`src/ipcl_pkg.sv`:
```
package ipcl_pkg;

   localparam int CurW     = 16;
   localparam int ErrW     = CurW + 1;
   localparam int GainW    = 16;
   localparam int LimW     = 15;
   localparam int DutyW    = 13;
   localparam int FracW    = 8;
   localparam int AccW     = 22;
   localparam int StepW    = 16;
   localparam int ShiftW   = 12;
   localparam int CsrIdxW  = 3;
   localparam int CsrDataW = 16;

   typedef enum logic [CsrIdxW-1:0] {
      CSR_KP,
      CSR_KI,
      CSR_MAX_CURRENT,
      CSR_STEP_LIMIT,
      CSR_MIN_DUTY,
      CSR_MAX_DUTY
   } csr_index_type;

   typedef struct packed {
      logic signed [GainW-1:0] kp;
      logic signed [GainW-1:0] ki;
      logic [LimW-1:0]         max_current;
      logic [LimW-1:0]         step_limit;
      logic [DutyW-1:0]        min_duty;
      logic [DutyW-1:0]        max_duty;
   } cfg_type;

   localparam logic [LimW-1:0]  MaxCurrentRst = 15'd32767;
   localparam logic [LimW-1:0]  StepLimitRst  = 15'd2560;
   localparam logic [DutyW-1:0] MinDutyRst    = 13'd10;
   localparam logic [DutyW-1:0] MaxDutyRst    = 13'd4190;

endpackage

```
`src/ipcl_csr.sv`:
```
module ipcl_csr
   import ipcl_pkg::*;
(
   input  logic                clock,
   input  logic                reset,
   input  logic                csr_valid,
   output logic                csr_ready,
   input  logic [CsrIdxW-1:0]  csr_index,
   input  logic [CsrDataW-1:0] csr_wdata,
   output cfg_type             cfg
);

   cfg_type cfg_ff;
   cfg_type cfg_in;

   assign csr_ready = 1'b1;
   assign cfg       = cfg_ff;

   always_comb begin
      cfg_in = cfg_ff;
      if (csr_valid) begin
         case (csr_index_type'(csr_index))
            CSR_KP:          cfg_in.kp          = csr_wdata;
            CSR_KI:          cfg_in.ki          = csr_wdata;
            CSR_MAX_CURRENT: cfg_in.max_current = csr_wdata[LimW-1:0];
            CSR_STEP_LIMIT:  cfg_in.step_limit  = csr_wdata[LimW-1:0];
            CSR_MIN_DUTY:    cfg_in.min_duty    = csr_wdata[DutyW-1:0];
            CSR_MAX_DUTY:    cfg_in.max_duty    = csr_wdata[DutyW-1:0];
            default:         cfg_in = cfg_ff;  // unmapped index, write dropped
         endcase
      end
   end

   always_ff @(posedge clock) begin
      if (reset) begin
         cfg_ff.kp          <= '0;
         cfg_ff.ki          <= '0;
         cfg_ff.max_current <= MaxCurrentRst;
         cfg_ff.step_limit  <= StepLimitRst;
         cfg_ff.min_duty    <= MinDutyRst;
         cfg_ff.max_duty    <= MaxDutyRst;
      end else begin
         cfg_ff <= cfg_in;
      end
   end

endmodule

```
`src/ipcl_pid.sv`:
```
module ipcl_pid
   import ipcl_pkg::*;
(
   input  logic                    clock,
   input  logic                    reset,
   input  cfg_type                 cfg,
   input  logic                    req_valid,
   output logic                    req_stall,
   input  logic signed [CurW-1:0]  req_measured_current,
   input  logic signed [CurW-1:0]  req_target_current,
   output logic                    step_valid,
   input  logic                    step_take,
   output logic signed [StepW-1:0] step_value
);

   localparam int DiffW  = ErrW + 1;
   localparam int PProdW = GainW + DiffW;
   localparam int IProdW = GainW + ErrW;
   localparam int PW     = PProdW - ShiftW;
   localparam int IW     = IProdW - ShiftW;
   localparam int SumW   = PW + 2;

   // stage A: error
   logic                   a_vld_ff;
   logic signed [ErrW-1:0] a_err_ff, a_err_in;
   logic signed [CurW-1:0] clip_meas;
   logic                   a_load;

   // stage B: products
   logic                   b_vld_ff;
   logic signed [ErrW-1:0] err_last_ff;
   logic signed [DiffW-1:0] err_diff;
   logic signed [PProdW-1:0] p_prod;
   logic signed [IProdW-1:0] i_prod;
   logic signed [PW-1:0]   b_p_ff;
   logic signed [IW-1:0]   b_i_ff;
   logic                   b_load;

   // stage C: step, doubles as previous step
   logic                    c_vld_ff;
   logic signed [StepW-1:0] step_ff, step_in;
   logic signed [SumW-1:0]  step_sum, lim_pos, lim_neg;
   logic                    c_load;

   assign c_load    = !c_vld_ff || step_take;
   assign b_load    = !b_vld_ff || c_load;
   assign a_load    = !a_vld_ff || b_load;
   assign req_stall = !a_load;

   always_comb begin
      clip_meas = req_measured_current;
      if (req_measured_current > $signed({1'b0, cfg.max_current}))
         clip_meas = $signed({1'b0, cfg.max_current});
      a_err_in = ErrW'(req_target_current) - ErrW'(clip_meas);
   end

   assign err_diff = DiffW'(a_err_ff) - DiffW'(err_last_ff);
   assign p_prod   = PProdW'(cfg.kp) * PProdW'(err_diff);
   assign i_prod   = IProdW'(cfg.ki) * IProdW'(a_err_ff);

   // step_prev + p + i, then symmetric saturation
   always_comb begin
      lim_pos  = $signed({{(SumW-LimW){1'b0}}, cfg.step_limit});
      lim_neg  = -lim_pos;
      step_sum = SumW'(step_ff) + SumW'(b_p_ff) + SumW'(b_i_ff);
      if (step_sum > lim_pos)
         step_sum = lim_pos;
      if (step_sum < lim_neg)
         step_sum = lim_neg;
      step_in = step_sum[StepW-1:0];
   end

   always_ff @(posedge clock) begin
      if (reset) begin
         a_vld_ff    <= 1'b0;
         b_vld_ff    <= 1'b0;
         c_vld_ff    <= 1'b0;
         err_last_ff <= '0;
         step_ff     <= '0;
      end else begin
         if (a_load)
            a_vld_ff <= req_valid;
         if (b_load) begin
            b_vld_ff <= a_vld_ff;
            if (a_vld_ff)
               err_last_ff <= a_err_ff;
         end
         if (c_load) begin
            c_vld_ff <= b_vld_ff;
            if (b_vld_ff)
               step_ff <= step_in;
         end
      end
   end

   always_ff @(posedge clock) begin
      if (a_load)
         a_err_ff <= a_err_in;
      if (b_load) begin
         // arithmetic shift floors the Q.20 products to Q.8
         b_p_ff <= p_prod[PProdW-1:ShiftW];
         b_i_ff <= i_prod[IProdW-1:ShiftW];
      end
   end

   assign step_valid = c_vld_ff;
   assign step_value = step_ff;

endmodule

```
`src/ipcl_duty.sv`:
```
module ipcl_duty
   import ipcl_pkg::*;
(
   input  logic                    clock,
   input  logic                    reset,
   input  cfg_type                 cfg,
   input  logic                    step_valid,
   output logic                    step_take,
   input  logic signed [StepW-1:0] step_value,
   output logic                    rsp_valid,
   input  logic                    rsp_stall,
   output logic [DutyW-1:0]        rsp_duty,
   output logic signed [StepW-1:0] rsp_step_out
);

   localparam int SumW = AccW + 2;

   logic                    rsp_vld_ff;
   logic [AccW-1:0]         acc_ff, acc_in;
   logic signed [StepW-1:0] step_out_ff;
   logic signed [SumW-1:0]  acc_sum, top, bottom;
   logic                    load;

   assign load      = !rsp_vld_ff || !rsp_stall;
   assign step_take = load;

   // top tested first, so an inverted window resolves to max or min
   always_comb begin
      top     = $signed(SumW'({cfg.max_duty, {FracW{1'b0}}}));
      bottom  = $signed(SumW'({cfg.min_duty, {FracW{1'b0}}}));
      acc_sum = $signed({2'b00, acc_ff}) + SumW'(step_value);
      if (acc_sum > top)
         acc_sum = top;
      else if (acc_sum < bottom)
         acc_sum = bottom;
      acc_in = acc_sum[AccW-1:0];
   end

   always_ff @(posedge clock) begin
      if (reset) begin
         rsp_vld_ff <= 1'b0;
         acc_ff     <= '0;
      end else if (load) begin
         rsp_vld_ff <= step_valid;
         if (step_valid)
            acc_ff <= acc_in;
      end
   end

   always_ff @(posedge clock) begin
      if (load && step_valid)
         step_out_ff <= step_value;
   end

   assign rsp_valid    = rsp_vld_ff;
   assign rsp_duty     = acc_ff[DutyW+FracW-1:FracW];
   assign rsp_step_out = step_out_ff;

endmodule

```
`src/incremental_pi_current_loop.sv`:
```
// Incremental PI current loop with duty accumulator.
//
// req_*: one item per PWM period, measured and target phase current, Q4.12.
//   An item is taken at a clock edge with req_valid high and req_stall low.
// rsp_*: one item per request, integer duty compare value and the saturated
//   step in Q.8 counts. Taken at an edge with rsp_valid high, rsp_stall low.
// csr_*: gain and limit registers, index 0..5 = kp, ki, max_current,
//   step_limit, min_duty, max_duty. csr_ready is always high; write only
//   while no item is in flight.
//
// Four register stages: error, products, step, duty. An item taken on req_*
// passes through these registers in that order to rsp_*. One item per cycle
// sustained while rsp_stall stays low; each state loop (step, accumulator) closes inside its own stage.
// While rsp_stall is high the pipe keeps filling its empty stages; with all
// four full, req_stall rises. Synchronous reset clears the registers to
// their defaults, the error, step and accumulator history to zero, and
// empties the pipe.
module incremental_pi_current_loop
   import ipcl_pkg::*;
(
   input  logic                    clock,
   input  logic                    reset,
   input  logic                    req_valid,
   output logic                    req_stall,
   input  logic signed [CurW-1:0]  req_measured_current,
   input  logic signed [CurW-1:0]  req_target_current,
   output logic                    rsp_valid,
   input  logic                    rsp_stall,
   output logic [DutyW-1:0]        rsp_duty,
   output logic signed [StepW-1:0] rsp_step_out,
   input  logic                    csr_valid,
   output logic                    csr_ready,
   input  logic [CsrIdxW-1:0]      csr_index,
   input  logic [CsrDataW-1:0]     csr_wdata
);

   cfg_type                 cfg;
   logic                    step_valid;
   logic                    step_take;
   logic signed [StepW-1:0] step_value;

   ipcl_csr u_csr (
      .clock     (clock),
      .reset     (reset),
      .csr_valid (csr_valid),
      .csr_ready (csr_ready),
      .csr_index (csr_index),
      .csr_wdata (csr_wdata),
      .cfg       (cfg)
   );

   // error, gain products and saturated step
   ipcl_pid u_pid (
      .clock                (clock),
      .reset                (reset),
      .cfg                  (cfg),
      .req_valid            (req_valid),
      .req_stall            (req_stall),
      .req_measured_current (req_measured_current),
      .req_target_current   (req_target_current),
      .step_valid           (step_valid),
      .step_take            (step_take),
      .step_value           (step_value)
   );

   // accumulator clamp and output register
   ipcl_duty u_duty (
      .clock        (clock),
      .reset        (reset),
      .cfg          (cfg),
      .step_valid   (step_valid),
      .step_take    (step_take),
      .step_value   (step_value),
      .rsp_valid    (rsp_valid),
      .rsp_stall    (rsp_stall),
      .rsp_duty     (rsp_duty),
      .rsp_step_out (rsp_step_out)
   );

endmodule

```
`config.mk`:
```
export PLATFORM = sky130hd
export DESIGN_NAME = incremental_pi_current_loop
export DESIGN_NICKNAME = d
export VERILOG_FILES = /design/src/ipcl_pkg.sv /design/src/ipcl_csr.sv /design/src/ipcl_pid.sv /design/src/ipcl_duty.sv /design/src/incremental_pi_current_loop.sv
export SDC_FILE = /design/constraint.sdc
export NUM_CORES = 2
export LEC_CHECK = 0
export ABC_AREA = 1
export BUFFER_PORTS_ARGS = -buffer_cell sky130_fd_sc_hd__buf_4
export CAP_MARGIN = 0
export CORE_ASPECT_RATIO = 1.1
export CORE_MARGIN = 3
export CORE_UTILIZATION = 34
export DETAILED_ROUTE_END_ITERATION = 10
export MAX_ROUTING_LAYER = met4
export SKIP_LAST_GASP = 1
export SLEW_MARGIN = 20
export SYNTH_ARGS = -nofsm -noshare
export SYNTH_HDL_FRONTEND = slang
export SYNTH_HIERARCHICAL = 1
export SYNTH_SLANG_ARGS = --single-unit
```
`constraint.sdc`:
```
create_clock -name clock -period 8.98 [get_ports clock]
set_clock_uncertainty 0.15 [all_clocks]
set_input_delay 0.898 -clock clock [delete_from_list [all_inputs] [get_ports clock]]
set_output_delay 0.898 -clock clock [all_outputs]
set_load 0.02 [all_outputs]
```
======== Word-level counts from Yosys, hierarchy flattened ========
Cells that the tools add are included.
word-level totals
  bits in registers ....................... 223
  latch bits .............................. 0
  memory bits (writable) .................. 0
  bits in read-only memories .............. 0
  input port bits ......................... 56
  word-level logic and storage cells ...... 61
  memories ................................ 0
cells by class
  add/subtract/negate cells ............... 6
  $mul .................................... 2
  divide/modulo/power cells ............... 0
  order comparisons ....................... 5
  eq/ne operators ......................... 5
  shifts and indexed selects .............. 0
  mux-type cells .......................... 5
  bitwise logic cells ..................... 0
  reductions and logical operators ........ 21
operators by type and width
  cell                                                             count
  22-bit 2-to-1 mux                                                2
  16-bit by 18-bit multiplier with 34-bit output                   1
  16-bit by 17-bit multiplier with 33-bit output                   1
  16-bit 2-to-1 mux                                                2
  23-bit by 16-bit adder with 24-bit output                        1
  23-bit by 21-bit adder with 24-bit output                        1
  24-bit by 16-bit greater-than comparator with 1-bit output       1
  24-bit by 22-bit greater-than comparator with 1-bit output       1
  24-bit by 22-bit < comparator with 1-bit output                  1
  24-bit < comparator                                              1
  24-bit 2-to-1 mux                                                1
  15-bit negator with 24-bit output                                1
  16-bit by 22-bit adder with 23-bit output                        1
  2-bit AND reduction                                              9
  17-bit by 17-bit subtractor with 18-bit output                   1
  16-bit by 16-bit subtractor with 17-bit output                   1
  16-bit greater-than comparator                                   1
  3-bit by 2-bit == test with 1-bit output, second input constant  2
  3-bit == test, second input constant                             2
  1-bit zero test                                                  6
  1-bit logical OR                                                 4
  3-bit by 1-bit == test with 1-bit output, second input constant  1
  3-bit zero test                                                  1
  1-bit logical AND                                                1

======== Depth between registers and ports, before layout ========
  depth in word-level cells ............... 6
  mapped depth ............................ 44
  depth with buffers taken out ............ 43

======== Cells and area by module ========
Netlist, hierarchy kept.
modules (own cells, without submodules)
  module     instances  cells each  area each (sq um)
  ipcl_pid   1          3579        28980.3
  ipcl_duty  1          604         4097.7
  ipcl_csr   1          487         3434.5

======== Worst setup path before layout ========
Ideal clock, no wire load.
  path kind ............................... flip-flop to flip-flop
  start ................................... register u_pid.a_err_ff[1]
  end ..................................... register u_pid.b_p_ff[21], data pin
  setup time .............................. 0.262 ns
  arrival time ............................ 7.776 ns
  required time ........................... 8.568 ns
  path slack .............................. 0.791 ns
  stages on the path, launching flop included .. 43
  clock period less this slack ............ 8.189 ns
  path through ............................ edfxtp_1 clkbuf_1 clkbuf_1 inv_1 fa_1 o21ai_1 nand2_1 nand2_1 a21oi_1 inv_1 nand2_1 nand2_1 a21oi_1 or2_1 nand2_1 a21oi_1 or2_1 nand2_1 [7 not listed] fa_1 inv_1 fa_1 fa_1 inv_1 fa_1 inv_1 ha_1 nand4_1 o221ai_1 a21oi_1 o31ai_1 nand3_1 nand3_1 nand2_1 o211ai_1 a21oi_1 xor2_1
on the way
  longest elaborated chain between the ends .. 2
ends and longest elaborated chain
  what                                            RTL line         RTL
  start: declaration                              ipcl_pid.sv:25   logic signed [ErrW-1:0] a_err_ff, a_err_in;
  start signal: assignment                        ipcl_pid.sv:98   a_err_ff <= a_err_in;
  17-bit by 17-bit subtractor with 18-bit output  ipcl_pid.sv:57   assign err_diff = DiffW'(a_err_ff) - DiffW'(err_last_ff);
  16-bit by 18-bit multiplier with 34-bit output  ipcl_pid.sv:58   assign p_prod = PProdW'(cfg.kp) * PProdW'(err_diff);
  named net u_pid.p_prod[33]                      ipcl_pid.sv:33   logic signed [PProdW-1:0] p_prod;
  end signal: assignment                          ipcl_pid.sv:101  b_p_ff <= p_prod[PProdW-1:ShiftW];
  end: declaration                                ipcl_pid.sv:35   logic signed [PW-1:0] b_p_ff;
The timed path passes the listed nets, and every way through them passes these cells.
A chain may end at the register's enable or synchronous reset.

======== Worst setup path after layout ========
  start ................................... register u_pid.a_err_ff[0]
  end ..................................... register u_pid.b_p_ff[19], data pin
Same word-level chain as after synthesis.

==> results by group <==
Synth
  – Synthesized netlist cell count: 4670
  – FF+latch count, synth: 223
  – Synthesized area per cell: 7.82 um2
  – Cell area after synthesis: 36500 um2
  – Post-synth cell types: 58
  – Warnings, synthesis: 6
  – Count of flip-flops with a built-in enable after synthesis: 76
  – Dominant synthesized flop cell: sky130_fd_sc_hd__dfxtp_1
  – Proportion of register bits with asynchronous set or reset after synthesis: 0%
  – Portion of the post-synthesis area used by sequential elements: 14.3%
  – Synth Net Count: 5631

Global route
  – GRT Total Usage: 20.2%
  – Global-route wire length before repair: 171000 um
  – Pin count of the biggest net entering global routing: 70
  – Total grt overflow: 0
  – Antenna violations before repair: 0
  – Number of global-route vias before repair: 30064

Critical path
  – Crit path DAT: 8.60 ns
  – Largest fanout on the critical path: 6
  – Critical path capture point: u_pid/b_p_ff[19]
  – Crit path capture type: register
  – Logic depth of the worst register-to-register path: 41
  – Slowest CP cell: sky130_fd_sc_hd__fa_1
  – Reg2reg start: u_pid/a_err_ff[0]
  – Startpoint types: register
  – R2r endpoint: u_pid/b_p_ff[19]
  – Register-to-register path setup slack: 0.57 ns
  – Crit path kind: reg -> reg
  – Required time of the critical path: 9.17 ns
  – Launching element of the worst setup path: u_pid/a_err_ff[0]
  – Delay contributed by the slowest stage of the critical path: 0.56 ns

Layout
  – Filler-free cell count of the finished design: 6104
  – Net count of the finished layout: 5646
  – Most frequent standard cell in the layout excluding fill and tap cells: sky130_fd_sc_hd__inv_1
  – Fraction of final layout cells sized beyond drive strength 1: 6.63%
  – Top library cells by usage in the layout, fill and taps aside: sky130_fd_sc_hd__inv_1 (1060), sky130_fd_sc_hd__nand2_1 (971), sky130_fd_sc_hd__fa_1 (581), sky130_fd_sc_hd__nor2_1 (437), sky130_fd_sc_hd__ha_1 (322)
  – Signed area change from the synthesized netlist to the final layout: 8.89%
  – Final standard cell area without fillers: 39800 um2

Run
  – Max-capacitance violation count: 0

Detailed routing
  – Detailed router's first-iteration violation count: 2096
  – Detail Route Antenna Nets: 0
  – Post-detailed-routing wire length: 109000 um
  – Number of vias per cell after detailed routing: 4.87
  – Post-route DRC: 0
  – Total via count in the routed design: 29727
  – First-pass detailed-route iteration total: 6
  – Routed wire per std cell: 17.9 um

CTS
  – Number of buffers inserted by hold repair at cts: 0
  – TritonCTS clock tree: yes
  – Num CTS Buffers: 28
  – Clock-pin slew of the registers on the worst-case setup and hold paths: 0.06 ns
  – Insertion delay to the later sink of the worst-skew pair: 0.62 ns
  – Number of sinks driven by the clock tree: 223
  – Buffer type at the clock tree root: sky130_fd_sc_hd__clkbuf_16
  – CTS H-Tree Depth: 1
  – CTS max path bufs: 3

Timing
  – Share of the clock period used by the worst path: 93.6%
  – RSZ-0062 raised after global routing: true
  – Hold Worst Slack: 0.309 ns
  – Final Hold Vio Count: 0
  – Setup ws final: 0.572 ns
  – Relative slew slack: 28.9%
  – Maximum frequency from static timing analysis: 119 MHz
  – Min Clock Period, post-route: 8.41 ns
  – Setup violations, final: 0
  – Number of max-slew violations in the final report: 0
  – Transition time at the pin with the least slew margin: 1.06 ns

Placed design
  – Standard cell area after detailed placement: 38700 um2
  – Routability Congestion: 0.952
  – DP HPWL: 88600 um
  – Minimum setup slack after placement: 0.327 ns
  – Placed instance count: 6049
  – Number of buffers inserted by port buffering: 86

Pwr
  – Total leakage power: 20.2 nW
  – Max IR drop VDD: 0.000200 V
  – Sw Ratio: 53.1%
  – Pwr Density: 210 nW/um2
  – Combinational Power Share: 67.6%
  – Sequential cell fraction of total power: 17.6%
  – Share of total power in the clock network: 14.9%
  – Net switching power figure: 4.44 mW
  – Internal Dissipation: 3.91 mW

Status
  – Status: finished clean

Floorplan
  – Area enclosed by the die boundary: 111000 um2
  – Die Width: 318 um
  – Initial Utilization: 34.4%
  – Ports: 88
  – Die boundary height: 350 um
  – Floorplan row count: 125
  – Placeable core region: 106000 um2

Hold path
  – Worst hold path class: reg -> reg
synth_stat cells (all sizes together), types with 3 or more instances:
cell / number / share of area, %
or2: 25 / 0.43
o21ai: 70 / 0.96
clkbuf: 112 / 1.2
xnor2: 69 / 1.7
o211ai: 7 / 0.14
edfxtp: 76 / 6.3
nand2: 993 / 10
o2111ai: 3 / 0.089
nor3: 23 / 0.32
dfxtp: 147 / 8.1
a21o: 9 / 0.19
a21oi: 221 / 3.1
o21a: 3 / 0.062
xor2: 69 / 1.7
nand4: 37 / 0.65
fa: 583 / 32
and2: 5 / 0.089
a31oi: 7 / 0.12
buf: 55 / 0.89
o31ai: 3 / 0.062
o21bai: 8 / 0.16
ha: 322 / 11
nand3b: 8 / 0.16
inv: 1074 / 11
nor4: 9 / 0.15
clkinv: 13 / 0.13
nor2: 454 / 4.8
nand3: 229 / 3.4
a211oi: 24 / 0.49
power groups by stage:
stage | combinational [mW] | clock [mW] | sequential, mW
2_1_floorplan | 4.07 | 0 | 1.36
3_3_place_gp | 5.47 | 0 | 1.49
3_5_place_dp | 5.53 | 0 | 1.49
4_1_cts | 5.56 | 1.27 | 1.47
5_1_grt | 6.38 | 1.30 | 1.48
6_report | 5.65 | 1.24 | 1.47
flip-flops by register name (all words and copies together), names as in the netlist, 16 cells and up:
register	cells
u_csr/cfg	88
u_duty/acc_ff	22
u_pid/b_p_ff	22
u_pid/b_i_ff	21
u_pid/a_err_ff	17
u_pid/err_last_ff	17
u_duty/rsp_step_out	16
u_pid/step_value	16
what timing repair did:
item                       4_1_cts  5_1_grt
setup buffers                    0        3
setup endpoints to repair        0        7
resized for setup                0       20
per-stage QoR:
step / setup TNS (ns) / utilization, % / power [mW]
floorplan: 0 / - / 5.43
global placement: 0 / 36.5 / 6.96
detailed placement: 0 / 36.5 / 7.02
CTS: 0 / 37.4 / 8.30
global route: -0.0289 / 37.5 / 9.16
finish: 0 / 37.5 / 8.35
area by class of cell:
class	count	area (um2)
antenna	1	2.50
clock buffer	35	778
clock inverter	16	220
fill	11134	66300
inverter	1087	4090
multi-input combinational	3193	26500
sequential	223	5230
tap	1397	1750
timing repair buffer	152	1140
cells by family after synthesis:
kind of cell             count (synthesis)  share of synthesized area [%]
AO/OA/AOI/OAI                          365                           5.62
XOR/XNOR                               138                           3.38
adder cells (fa/ha/maj)                905                           43.0
buffers and inverters                 1254                           13.2
flip-flops                             223                           14.3
other                                    1                         0.0103
AND/OR/NAND/NOR                       1784                           20.5
critical path: cells and delay by family, from the launching register on:
kind                       cells  cell delay [ns]
and+or+nand+nor               17             2.20
xor gates and xnor gates       1             0.12
AOI/OAI and AO/OA              8             0.99
DFF                            1             0.34
adders and majority gates      9             4.01
buffers and inverters          6             0.33
how the worst min path moves through the flow:
stage,start,depth (start not counted),slack [ns],end
finish,u_csr/cfg[52],2,0.31,u_csr/cfg[52]
global route,u_csr/cfg[47],2,0.34,u_csr/cfg[47]
CTS,u_csr/cfg[52],2,0.31,u_csr/cfg[52]
detailed placement,u_csr/cfg[47],2,0.30,u_csr/cfg[47]
global placement,u_csr/cfg[55],2,0.29,u_csr/cfg[55]
floorplan,u_csr/cfg[12],2,0.28,u_csr/cfg[12]
routing by layer:
metal | global-route usage [%] | up-vias | part of all wire, % | wire length, um
li1 | - | 14065 | - | -
met1 | 27.2 | 14576 | 44 | 48300
met2 | 32.1 | 916 | 46 | 50400
met3 | 3.06 | 170 | 6.9 | 7490
met4 | 5.20 | 0 | 2.8 | 3030
met5 | - | - | 0 | 0
No activity file was read; power rests on OpenSTA's default activity.
